--- src/mtd_pkg.sv ---
// Shared types and constants for the Manchester edge-timing decoder.
package mtd_pkg;

	// Counted preamble edges before the period is taken.
	localparam int PREAMBLE_EDGES = 7;
	localparam int CNT_W          = $clog2(PREAMBLE_EDGES + 1);

	// Period = span / PERIOD_DIV, saturated to 16 bits.
	localparam int PERIOD_DIV = 2 * PREAMBLE_EDGES;
	localparam int PERIOD_W   = 16;
	localparam logic [31:0] SAT_LIM = 32'(PERIOD_DIV * 65536);

	// Reciprocal multiply: exact for every span below SAT_LIM.
	localparam int SPAN_W   = $clog2(PERIOD_DIV * 65536);
	localparam int RECIP_SH = SPAN_W + $clog2(PERIOD_DIV);
	localparam int RECIP_W  = RECIP_SH - $clog2(PERIOD_DIV) + 1;
	localparam logic [63:0] RECIP =
		((64'd1 << RECIP_SH) + 64'(PERIOD_DIV) - 64'd1) / 64'(PERIOD_DIV);

	typedef enum logic [2:0] {
		ST_INITIAL = 3'd0,
		ST_OUT0    = 3'd1,
		ST_WAITS   = 3'd2,
		ST_OUT1    = 3'd3,
		ST_WAITL   = 3'd4
	} mtd_state_t;

	// Gap classification against the current period.
	typedef struct packed {
		logic reject;
		logic pause;
		logic very_long;
		logic long_gap;
	} mtd_gap_t;

	// One result beat, bit_valid in the lowest bit.
	typedef struct packed {
		logic [PERIOD_W-1:0] bit_period_ms;
		logic                pause_reset;
		logic                preamble_done;
		logic                bit_value;
		logic                bit_valid;
	} mtd_result_t;

endpackage

--- src/manchester_edge_timing_decoder.sv ---
// Top level of the Manchester edge-timing decoder: handshake and pipeline registers.
//
//  channel | dir | tdata (low bit up)                               | tuser
//  s_*     | in  | edge_time_ms[31:0], line_level, receive_enabled  | in_preamble
//  m_*     | out | bit_valid, bit_value, preamble_done,             | -
//          |     | pause_reset, bit_period_ms[15:0]                 |
//
// One edge beat is taken per clock while m_tready does not stall; its result beat
// passes through the input register, then the result register. The decode state
// updates as the beat moves from the input register into the result register,
// which sets the one-beat-per-cycle rate. arst_n clears the decode state, the
// timing registers and both valid flags. A stall on m_tready holds the result
// and, through the input register, back-pressures s_tready.
module manchester_edge_timing_decoder (
	input  logic        clk,
	input  logic        arst_n,
	input  logic        s_tvalid,
	output logic        s_tready,
	input  logic [39:0] s_tdata,  // edge_time_ms[31:0], line_level, receive_enabled, zero pad
	input  logic        s_tuser,  // in_preamble
	output logic        m_tvalid,
	input  logic        m_tready,
	output logic [23:0] m_tdata   // bit_valid, bit_value, preamble_done, pause_reset,
	                              // bit_period_ms[15:0], zero pad
);
	import mtd_pkg::*;

	logic        valid_s1;
	logic [31:0] time_s1;
	logic        level_s1;
	logic        enable_s1;
	logic        preamble_s1;
	logic        valid_s2;
	mtd_result_t result_s2;
	mtd_result_t result_c;
	logic        s2_free;
	logic        fire;

	// Advance the result register whenever it is empty or being drained.
	assign s2_free  = !valid_s2 || m_tready;
	assign fire     = valid_s1 && s2_free;
	assign s_tready = !valid_s1 || s2_free;

	// Input register
	always_ff @(posedge clk or negedge arst_n) begin
		if (!arst_n) begin
			valid_s1 <= 1'b0;
		end else if (s_tready) begin
			valid_s1 <= s_tvalid;
		end
	end

	always_ff @(posedge clk) begin
		if (s_tready && s_tvalid) begin
			time_s1     <= s_tdata[31:0];
			level_s1    <= s_tdata[32];
			enable_s1   <= s_tdata[33];
			preamble_s1 <= s_tuser;
		end
	end

	// Decode one edge against the stored timing state.
	mtd_core u_core (
		.clk             (clk),
		.arst_n          (arst_n),
		.fire            (fire),
		.edge_time_ms    (time_s1),
		.line_level      (level_s1),
		.receive_enabled (enable_s1),
		.in_preamble     (preamble_s1),
		.result          (result_c)
	);

	// Result register
	always_ff @(posedge clk or negedge arst_n) begin
		if (!arst_n) begin
			valid_s2 <= 1'b0;
		end else if (s2_free) begin
			valid_s2 <= valid_s1;
		end
	end

	always_ff @(posedge clk) begin
		if (fire) begin
			result_s2 <= result_c;
		end
	end

	assign m_tvalid = valid_s2;
	assign m_tdata  = {4'd0, result_s2};

	// A decoded bit and a finished preamble never share one beat.
	assert property (@(posedge clk) disable iff (!arst_n)
		m_tvalid |-> !(result_s2.bit_valid && result_s2.preamble_done))
		else $error("bit and preamble_done in the same beat");

	// A bit value of one only comes with a decoded bit.
	assert property (@(posedge clk) disable iff (!arst_n)
		(m_tvalid && !result_s2.bit_valid) |-> !result_s2.bit_value)
		else $error("bit_value set without bit_valid");

	// A processed edge always lands in the result register.
	assert property (@(posedge clk) disable iff (!arst_n)
		fire |=> m_tvalid)
		else $error("processed edge lost");

	// An empty input register never back-pressures.
	assert property (@(posedge clk) disable iff (!arst_n)
		!valid_s1 |-> s_tready)
		else $error("ready low with empty input register");

endmodule

--- src/mtd_gap_class.sv ---
// Classifies an edge gap against multiples of the measured period.
module mtd_gap_class (
	input  logic [31:0]                   gap,
	input  logic [mtd_pkg::PERIOD_W-1:0]  period,
	output mtd_pkg::mtd_gap_t             cls
);
	import mtd_pkg::*;

	logic [32:0] gap2;
	logic [32:0] p1;
	logic [32:0] p3;
	logic [32:0] p5;
	logic [32:0] p25;

	// Compare doubled gap against integer multiples of the period.
	assign gap2 = {gap, 1'b0};
	assign p1   = {17'd0, period};
	assign p3   = (p1 << 1) + p1;
	assign p5   = (p1 << 2) + p1;
	assign p25  = (p1 << 4) + (p1 << 3) + p1;

	assign cls.reject    = gap2 < p1;
	assign cls.pause     = gap2 > p25;
	assign cls.very_long = gap2 > p5;
	assign cls.long_gap  = gap2 >= p3;

endmodule

--- src/mtd_period_calc.sv ---
// Turns a preamble span into a saturated bit period by reciprocal multiply.
module mtd_period_calc (
	input  logic [31:0]                  span,
	output logic [mtd_pkg::PERIOD_W-1:0] period
);
	import mtd_pkg::*;

	logic                        sat;
	logic [SPAN_W+RECIP_W-1:0]   prod;

	assign sat  = span >= SAT_LIM;
	assign prod = {{RECIP_W{1'b0}}, span[SPAN_W-1:0]} *
	              {{SPAN_W{1'b0}}, RECIP[RECIP_W-1:0]};

	assign period = sat ? {PERIOD_W{1'b1}} : prod[RECIP_SH +: PERIOD_W];

endmodule

--- src/mtd_core.sv ---
// Decoder state, preamble measurement and Manchester state machine.
module mtd_core (
	input  logic                 clk,
	input  logic                 arst_n,
	input  logic                 fire,
	input  logic [31:0]          edge_time_ms,
	input  logic                 line_level,
	input  logic                 receive_enabled,
	input  logic                 in_preamble,
	output mtd_pkg::mtd_result_t result
);
	import mtd_pkg::*;

	mtd_state_t          state_q;
	mtd_state_t          state_d;
	mtd_state_t          state_eff;
	logic [31:0]         last_edge_q;
	logic [CNT_W-1:0]    cnt_q;
	logic [CNT_W-1:0]    cnt_d;
	logic [31:0]         first_time_q;
	logic [31:0]         first_time_d;
	logic [PERIOD_W-1:0] period_q;
	logic [PERIOD_W-1:0] period_d;
	logic [PERIOD_W-1:0] period_new;
	mtd_gap_t            cls;
	logic                live;
	logic                pre_skip;
	logic                pre_full;

	mtd_gap_class u_gap (
		.gap    (edge_time_ms - last_edge_q),
		.period (period_q),
		.cls    (cls)
	);

	mtd_period_calc u_period (
		.span   (edge_time_ms - first_time_q),
		.period (period_new)
	);

	assign live      = receive_enabled && !cls.reject;
	assign pre_skip  = !line_level && (cnt_q == '0);
	assign pre_full  = !(cnt_q < CNT_W'(PREAMBLE_EDGES));
	// A very long gap drops the machine back to initial first.
	assign state_eff = cls.very_long ? ST_INITIAL : state_q;

	// Next state
	always_comb begin
		state_d      = state_q;
		cnt_d        = cnt_q;
		first_time_d = first_time_q;
		period_d     = period_q;
		if (live) begin
			if (in_preamble) begin
				if (!pre_skip) begin
					if (!pre_full) begin
						if (cnt_q == '0) begin
							first_time_d = edge_time_ms;
						end
						cnt_d = cnt_q + CNT_W'(1);
					end else begin
						period_d = period_new;
						cnt_d    = '0;
						state_d  = ST_INITIAL;
					end
				end
			end else begin
				case (state_eff)
					ST_OUT0: begin
						if (!cls.long_gap) begin
							state_d = ST_WAITS;
						end else if (!cls.very_long) begin
							state_d = ST_OUT1;
						end else begin
							state_d = ST_OUT0;
						end
					end
					ST_WAITS: state_d = ST_OUT0;
					ST_OUT1: begin
						if (!cls.long_gap) begin
							state_d = ST_WAITL;
						end else begin
							state_d = ST_OUT0;
						end
					end
					ST_WAITL: state_d = ST_OUT1;
					default:  state_d = ST_OUT0;
				endcase
			end
		end
	end

	// Outputs
	always_comb begin
		result               = '0;
		result.bit_period_ms = period_d;
		if (live) begin
			result.pause_reset = cls.pause;
			if (in_preamble) begin
				result.preamble_done = !pre_skip && pre_full;
			end else begin
				case (state_eff)
					ST_OUT0: begin
						result.bit_valid = cls.long_gap && !cls.very_long;
						result.bit_value = cls.long_gap && !cls.very_long;
					end
					ST_WAITS: result.bit_valid = 1'b1;
					ST_OUT1:  result.bit_valid = cls.long_gap;
					ST_WAITL: begin
						result.bit_valid = 1'b1;
						result.bit_value = 1'b1;
					end
					default:  result.bit_valid = 1'b1;
				endcase
			end
		end
	end

	always_ff @(posedge clk or negedge arst_n) begin
		if (!arst_n) begin
			state_q      <= ST_INITIAL;
			last_edge_q  <= '0;
			cnt_q        <= '0;
			first_time_q <= '0;
			period_q     <= '0;
		end else if (fire) begin
			state_q      <= state_d;
			cnt_q        <= cnt_d;
			first_time_q <= first_time_d;
			period_q     <= period_d;
			if (receive_enabled) begin
				last_edge_q <= edge_time_ms;
			end
		end
	end

endmodule

--- config.mk ---
export PLATFORM = sky130hd
export DESIGN_NAME = manchester_edge_timing_decoder
export DESIGN_NICKNAME = d
export VERILOG_FILES = /design/src/mtd_pkg.sv /design/src/manchester_edge_timing_decoder.sv /design/src/mtd_gap_class.sv /design/src/mtd_period_calc.sv /design/src/mtd_core.sv
export SDC_FILE = /design/constraint.sdc
export NUM_CORES = 1
export LEC_CHECK = 0
export BUFFER_PORTS_ARGS = -buffer_cell sky130_fd_sc_hd__clkbuf_2
export CELL_PAD_IN_SITES_DETAIL_PLACEMENT = 1
export CELL_PAD_IN_SITES_GLOBAL_PLACEMENT = 1
export CORE_MARGIN = 2
export CORE_UTILIZATION = 40
export CTS_BUF_LIST = sky130_fd_sc_hd__clkbuf_4
export DETAILED_ROUTE_END_ITERATION = 10
export GPL_ROUTABILITY_DRIVEN = 0
export PLACE_DENSITY_LB_ADDON = 0.1
export SYNTH_ARGS = -nofsm -noshare
export SYNTH_HDL_FRONTEND = slang
export SYNTH_SLANG_ARGS = --single-unit
--- constraint.sdc ---
create_clock -name clk -period 9.5 [get_ports clk]
set_input_delay 0.95 -clock clk [delete_from_list [all_inputs] [get_ports clk]]
set_output_delay 0.95 -clock clk [all_outputs]
set_load 0.02 [all_outputs]
==> impl_metrics.env, run 1 <==
export IMPL_status="finished clean"
export IMPL_grt_pass1_wl_um=76400
export IMPL_cts_root_buf="clkbuf_4"
export IMPL_syn_avg_cell_area_sq_um=9.55
export IMPL_synth_cells=1802
export IMPL_track_usage_pct=21.8
export IMPL_mostFrequentLayoutCell="ha_1"
export IMPL_ys_seq_area_share_pct=22.4
export IMPL_cap_viol_max_count=0
export IMPL_grt_pass1_vias=14240
export IMPL_layout_common_cells="ha_1 (334), inv_1 (265), a21oi_1 (108)"
export IMPL_cts_hold_buffers=0
export IMPL_ys_flop_type="dfrtp_1"
export IMPL_synth_edf_count=55
export IMPL_core_area_sq_um=42200
export IMPL_fin_setup_tns_ns=0
export IMPL_crit_path_top_delay_cell="fa_1"
export IMPL_drv_slew=0
export IMPL_io_pins=71
export IMPL_cp_max_fo=6
export IMPL_r2r_slack_ns=0.66
export IMPL_cts_buffers=17
export IMPL_final_net_count=2341
export IMPL_io_buffers=60
export IMPL_cts_tree="yes"
export IMPL_syn_to_final_growth_pct=7.24
export IMPL_cts_buffer_depth=2
export IMPL_drt_iter0_drc=407
export IMPL_hold_violations=0
export IMPL_crit_path_frequent_cell="fa_1"
export IMPL_clk_pin_slew_ns=0.18
export IMPL_antenna_found_initial=2
export IMPL_slew_headroom_pct=32.6
export IMPL_cts_sinks=143
export IMPL_dieArea_sq_um=44700
export IMPL_setup_viol=0
export IMPL_dr_pass1_iters=5
export IMPL_wirelength_um=46600
export IMPL_max_freq_mhz=113
export IMPL_ys_warn_count=0
export IMPL_grt_start_max_net_pins=63
export IMPL_rsz0062_at_grt="no"
export IMPL_vias=13267
export IMPL_initial_utilization_pct=40.7
export IMPL_clk_latency_ns=0.67
export IMPL_num_rows=75
export IMPL_synth_seq_cells=143
export IMPL_final_antenna_net_count=0
export IMPL_cpPeakStageDelay_ns=0.57
export IMPL_synth_cell_types=82
export IMPL_start_kind="register"
export IMPL_required_ns=9.91
export IMPL_clock_skew_ns=0.0417
export IMPL_fin_crit_ns=8.84
export IMPL_wl_per_cell_um=19.2
export IMPL_cts_max_level=4
export IMPL_arrival_ns=9.25
export IMPL_cp_end_kind="register"
export IMPL_async_reset_ff_share_pct=61.5
export IMPL_fin_crit_sh_pct=93.1
export IMPL_crit_type="reg2reg"
export IMPL_drive_gt1_share_pct=9.07
export IMPL_synthesis_area_sq_um=17200
export IMPL_tightest_slew_ns=1.01
export IMPL_vias_per_cell=5.47
export IMPL_hpwl_um=38800
export IMPL_gr_total_overflow=0
export IMPL_die_h_um=211
export IMPL_die_w_um=211
export IMPL_drc_errors=0
export IMPL_hp_class="in2async"
routing by layer:
layer | share of wire (%) | global-route usage (%) | wire (um) | up-vias
met3 | 1.7 | 2.37 | 796 | 37
met1 | 49 | 29.8 | 22800 | 6594
li1 | - | - | - | 6521
met5 | 0 | 0 | 0 | -
met2 | 48 | 37.4 | 22400 | 115
met4 | 1.3 | 4.52 | 605 | 0
state kept, by name, indices dropped and copies added (netlist names):
| name | count |
|---|---|
| m_tdata | 20 |
| time_s1 | 32 |
| enable_s1 | 1 |
| u_core.first_time_q | 32 |
| preamble_s1 | 1 |
| u_core.period_q | 16 |
| u_core.state_q | 3 |
| level_s1 | 1 |
| m_tvalid | 1 |
| valid_s1 | 1 |
| u_core.last_edge_q | 32 |
| u_core.cnt_q | 3 |
synthesized netlist by cell type, types with 5 or more instances:
library cell / count / share of area (%)
or3_1: 7 / 0.25
nand3_1: 25 / 0.73
nor2_1: 60 / 1.3
nor3_1: 16 / 0.47
a221oi_1: 7 / 0.36
o31a_2: 5 / 0.29
o2111ai_1: 5 / 0.25
ha_1: 334 / 24
a2111oi_0: 5 / 0.25
o21bai_1: 25 / 1.1
mux2_2: 24 / 1.6
mux2_1: 8 / 0.52
nand2b_1: 25 / 0.91
o211ai_1: 12 / 0.52
and3_1: 17 / 0.62
o31ai_1: 10 / 0.44
a211oi_1: 10 / 0.44
nor2b_1: 20 / 0.73
o21ai_0: 106 / 3.1
o21a_1: 21 / 0.92
fa_1: 90 / 10
or2_2: 8 / 0.29
inv_1: 265 / 5.8
dfrtp_1: 88 / 13
nor4_1: 6 / 0.22
buf_6: 8 / 0.52
and2_1: 12 / 0.44
a31oi_1: 14 / 0.51
a21oi_1: 108 / 3.1
edfxtp_1: 55 / 9.6
o31a_1: 29 / 1.5
xor2_1: 39 / 2.0
clkbuf_1: 13 / 0.28
buf_4: 6 / 0.26
nand4_1: 17 / 0.62
mux2i_1: 5 / 0.29
a21o_1: 64 / 2.8
nand2_1: 90 / 2.0
xnor2_1: 63 / 3.2
path summary, 6_finish.rpt:
kind | from | to | cells after the start
min in group clk | s_tdata[32] | level_s1$_DFFE_PP_ | 1
hold / removal | arst_n | u_core.state_q[2]$_DFFE_PN0P_ | 1
max in group asynchronous | arst_n | u_core.period_q[9]$_DFFE_PN0P_ | 2
setup / recovery | time_s1[0]$_DFFE_PP_ | m_tdata[19]$_DFFE_PP_ | 33
hold reg to reg | u_core.first_time_q[14]$_DFFE_PN0P_ | u_core.first_time_q[14]$_DFFE_PN0P_ | 1
setup reg to reg | time_s1[0]$_DFFE_PP_ | m_tdata[19]$_DFFE_PP_ | 33
metrics by stage:
step                      setup WS (ns)  area, sq um  instances  hold WS (ns)  util (%)
after floorplan                    1.17        17200       1805         0.454         -
after global placement            0.540        18100       2390         0.470      42.9
after detailed placement          0.320        18100       2390         0.477      42.9
after CTS                         0.259        18400       2422         0.136      43.6
after global routing             0.0892        18500       2426         0.146      43.7
final                             0.659        18500       2426         0.187      43.7
cell type report:
cell class,count,area [sq um]
fill,4893,23800
multi-input combinational,1362,12100
sequential,143,3850
inverter,265,995
tap,539,674
timing repair buffer,83,475
clock inverter,15,191
clock buffer,17,128
antenna,2,5.00
critical path, delay by kind of cell, from the launching register on:
| kind | cells | cell delay [ns] |
|---|---|---|
| flip-flops | 1 | 0.37 |
| AO/OA/AOI/OAI | 11 | 2.49 |
| buffers and inverters | 8 | 0.91 |
| adder cells (fa/ha/maj) | 9 | 4.05 |
| XOR/XNOR | 2 | 0.33 |
| AND/OR/NAND/NOR | 3 | 0.46 |
logic make-up after synthesis:
logic type / share of synthesized area, %
adder cells (fa/ha/maj): 34.8
flip-flops: 22.4
other: 0.0218
multiplexers: 2.39
AO/OA/AOI/OAI: 18.4
AND/OR/NAND/NOR: 9.52
XOR/XNOR: 5.19
buffers and inverters: 7.27
timing repair:
item,4_1_cts,5_1_grt
setup buffers,0,2
setup endpoints to repair,0,10
resized for setup,0,3
Power of run 1 is left out: the tool's default activity adds up to more than one toggle a clock period on the data nets, which glitch-free logic cannot reach.
==> inputs of run 2 (changes only) <==
--- a/config.mk
+++ b/config.mk
@@ -8,8 +8,9 @@
 export BUFFER_PORTS_ARGS = -buffer_cell sky130_fd_sc_hd__clkbuf_2
 export CELL_PAD_IN_SITES_DETAIL_PLACEMENT = 1
 export CELL_PAD_IN_SITES_GLOBAL_PLACEMENT = 1
+export CORE_ASPECT_RATIO = 1.5
 export CORE_MARGIN = 2
-export CORE_UTILIZATION = 40
+export CORE_UTILIZATION = 51
 export CTS_BUF_LIST = sky130_fd_sc_hd__clkbuf_4
 export DETAILED_ROUTE_END_ITERATION = 10
 export GPL_ROUTABILITY_DRIVEN = 0
==> run 2 against run 1 <==
- sequential share of layout area up 0.18 points
- worst setup slack worse by 0.0015 ns
- fmax about the same
- non-clock buffer count down 6
- critical endpoint is now m_tdata[18]$_DFFE_PP_
- largest cell class unchanged
- global-route usage up 6.2 points
- register-to-register slack about the same
==> impl_metrics.env, run 2 (synthesized netlist as in run 1, its figures left out) <==
export IMPL_status="finished clean"
export IMPL_cts_tree="yes"
export IMPL_clk_latency_ns=0.64
export IMPL_crit_type="reg2reg"
export IMPL_slew_headroom_pct=30.3
export IMPL_final_net_count=2335
export IMPL_core_area_sq_um=33300
export IMPL_cts_setup_buffers=0
export IMPL_holdWs_ns=0.224
export IMPL_layout_common_cells="ha_1 (334), inv_1 (265), a21oi_1 (108)"
export IMPL_seq_area_sq_um=3850
export IMPL_antenna_found_initial=2
export IMPL_largestRegisters="time_s1 x32, u_core.first_time_q x32, u_core.last_edge_q x32"
export IMPL_cts_max_level=4
export IMPL_vias=13667
export IMPL_grt_pass1_vias=15315
export IMPL_cp_num_buf_inv=4
export IMPL_dieArea_sq_um=35300
export IMPL_vias_per_cell=5.94
export IMPL_clock_skew_ns=0.0572
export IMPL_fillers=3855
export IMPL_reg2reg_depth=32
export IMPL_cpPeakStageDelay_ns=0.56
export IMPL_fin_crit_ns=8.84
export IMPL_fin_crit_sh_pct=93.1
export IMPL_multiInputGateArea_sq_um=12100
export IMPL_cts_buffer_depth=2
export IMPL_drv_slew=0
export IMPL_crit_path_top_delay_cell="fa_1"
export IMPL_dr_pass1_iters=5
export IMPL_setup_viol=0
export IMPL_cp_end_kind="register"
export IMPL_cap_viol_max_count=0
export IMPL_r2r_slack_ns=0.66
export IMPL_layout_cells_non_filler=2301
export IMPL_die_w_um=154
export IMPL_hp_class="in2async"
export IMPL_track_usage_pct=28.0
export IMPL_cts_sinks=143
export IMPL_drc_errors=0
export IMPL_grt_start_max_net_pins=63
export IMPL_worstReg2RegStart="time_s1[5]$_DFFE_PP_"
export IMPL_arrival_ns=9.22
export IMPL_gr_total_overflow=0
export IMPL_clk_pin_slew_ns=0.18
export IMPL_cts_buffers=17
export IMPL_rsz0062_at_grt="no"
export IMPL_num_rows=82
export IMPL_hpwl_um=39500
export IMPL_hold_violations=0
export IMPL_place_inst=2267
export IMPL_wirelength_um=47900
export IMPL_grt_pass1_wl_um=77900
export IMPL_cp_max_fo=5
export IMPL_crit_family="adder cells"
export IMPL_syn_to_final_growth_pct=6.32
export IMPL_io_buffers=60
export IMPL_initial_utilization_pct=51.6
export IMPL_max_freq_mhz=113
export IMPL_cts_hold_buffers=0
export IMPL_die_h_um=229
export IMPL_drive_gt1_share_pct=8.89
export IMPL_reg2reg_to="m_tdata[18]$_DFFE_PP_"
export IMPL_fin_setup_tns_ns=0
export IMPL_io_pins=71
export IMPL_start_kind="register"
export IMPL_mostFrequentLayoutCell="ha_1"
export IMPL_wl_per_cell_um=20.8
export IMPL_final_antenna_net_count=0
export IMPL_tightest_slew_ns=1.05
export IMPL_crit_path_frequent_cell="fa_1"
export IMPL_required_ns=9.88
export IMPL_drt_iter0_drc=601
export IMPL_cts_root_buf="clkbuf_4"
[run 2: cell count changes in the layout (fill, tap and decap cells not counted), sizes merged]
cell / delta
inv: +1
clkinv: -3
bufinv: +2
buf: -6
[run 2: area by class of cell]
| type | instances | share of cell area (%) |
|---|---|---|
| multi-input combinational | 1362 | 66.4 |
| sequential | 143 | 21.1 |
| inverter | 265 | 5.44 |
| tap | 420 | 2.87 |
| timing repair buffer | 77 | 2.35 |
| clock inverter | 15 | 1.18 |
| clock buffer | 17 | 0.698 |
| antenna | 2 | 0.0274 |
[run 2: worst max path at each step]
stage,startpoint,endpoint,cells after the start
final,time_s1[5]$_DFFE_PP_,m_tdata[18]$_DFFE_PP_,32
after global routing,time_s1[4]$_DFFE_PP_,m_tdata[18]$_DFFE_PP_,32
after CTS,time_s1[1]$_DFFE_PP_,m_tdata[18]$_DFFE_PP_,31
after detailed placement,time_s1[1]$_DFFE_PP_,m_tdata[18]$_DFFE_PP_,31
after global placement,time_s1[1]$_DFFE_PP_,m_tdata[18]$_DFFE_PP_,31
after floorplan,time_s1[1]$_DFFE_PP_,m_tdata[15]$_DFFE_PP_,30
[run 2: through the flow]
step / util [%] / setup slack (ns) / area (sq um)
2_1_floorplan: - / 1.17 / 17200
3_3_place_gp: 53.8 / 0.579 / 17900
3_5_place_dp: 53.8 / 0.431 / 17900
4_1_cts: 54.8 / 0.425 / 18300
5_1_grt: 54.9 / 0.0187 / 18300
6_report: 54.9 / 0.657 / 18300
[run 2: repair_timing]
action / in CTS / in global routing
endpoints found under the hold margin: 0 / 0
resized for setup: 0 / 4
setup endpoints to repair: 0 / 13
[run 2: per-layer routing]
layer | share of wire, % | vias to the layer above | GRT usage, % | wire length (um)
met2 | 54 | 213 | 53.2 | 26000
met3 | 1.8 | 91 | 2.48 | 886
met4 | 4.0 | 0 | 12.3 | 1900
met5 | 0 | - | 0 | 0
li1 | - | 6522 | - | -
met1 | 40 | 6841 | 31.4 | 19100
Power of run 2 is left out for the same reason.
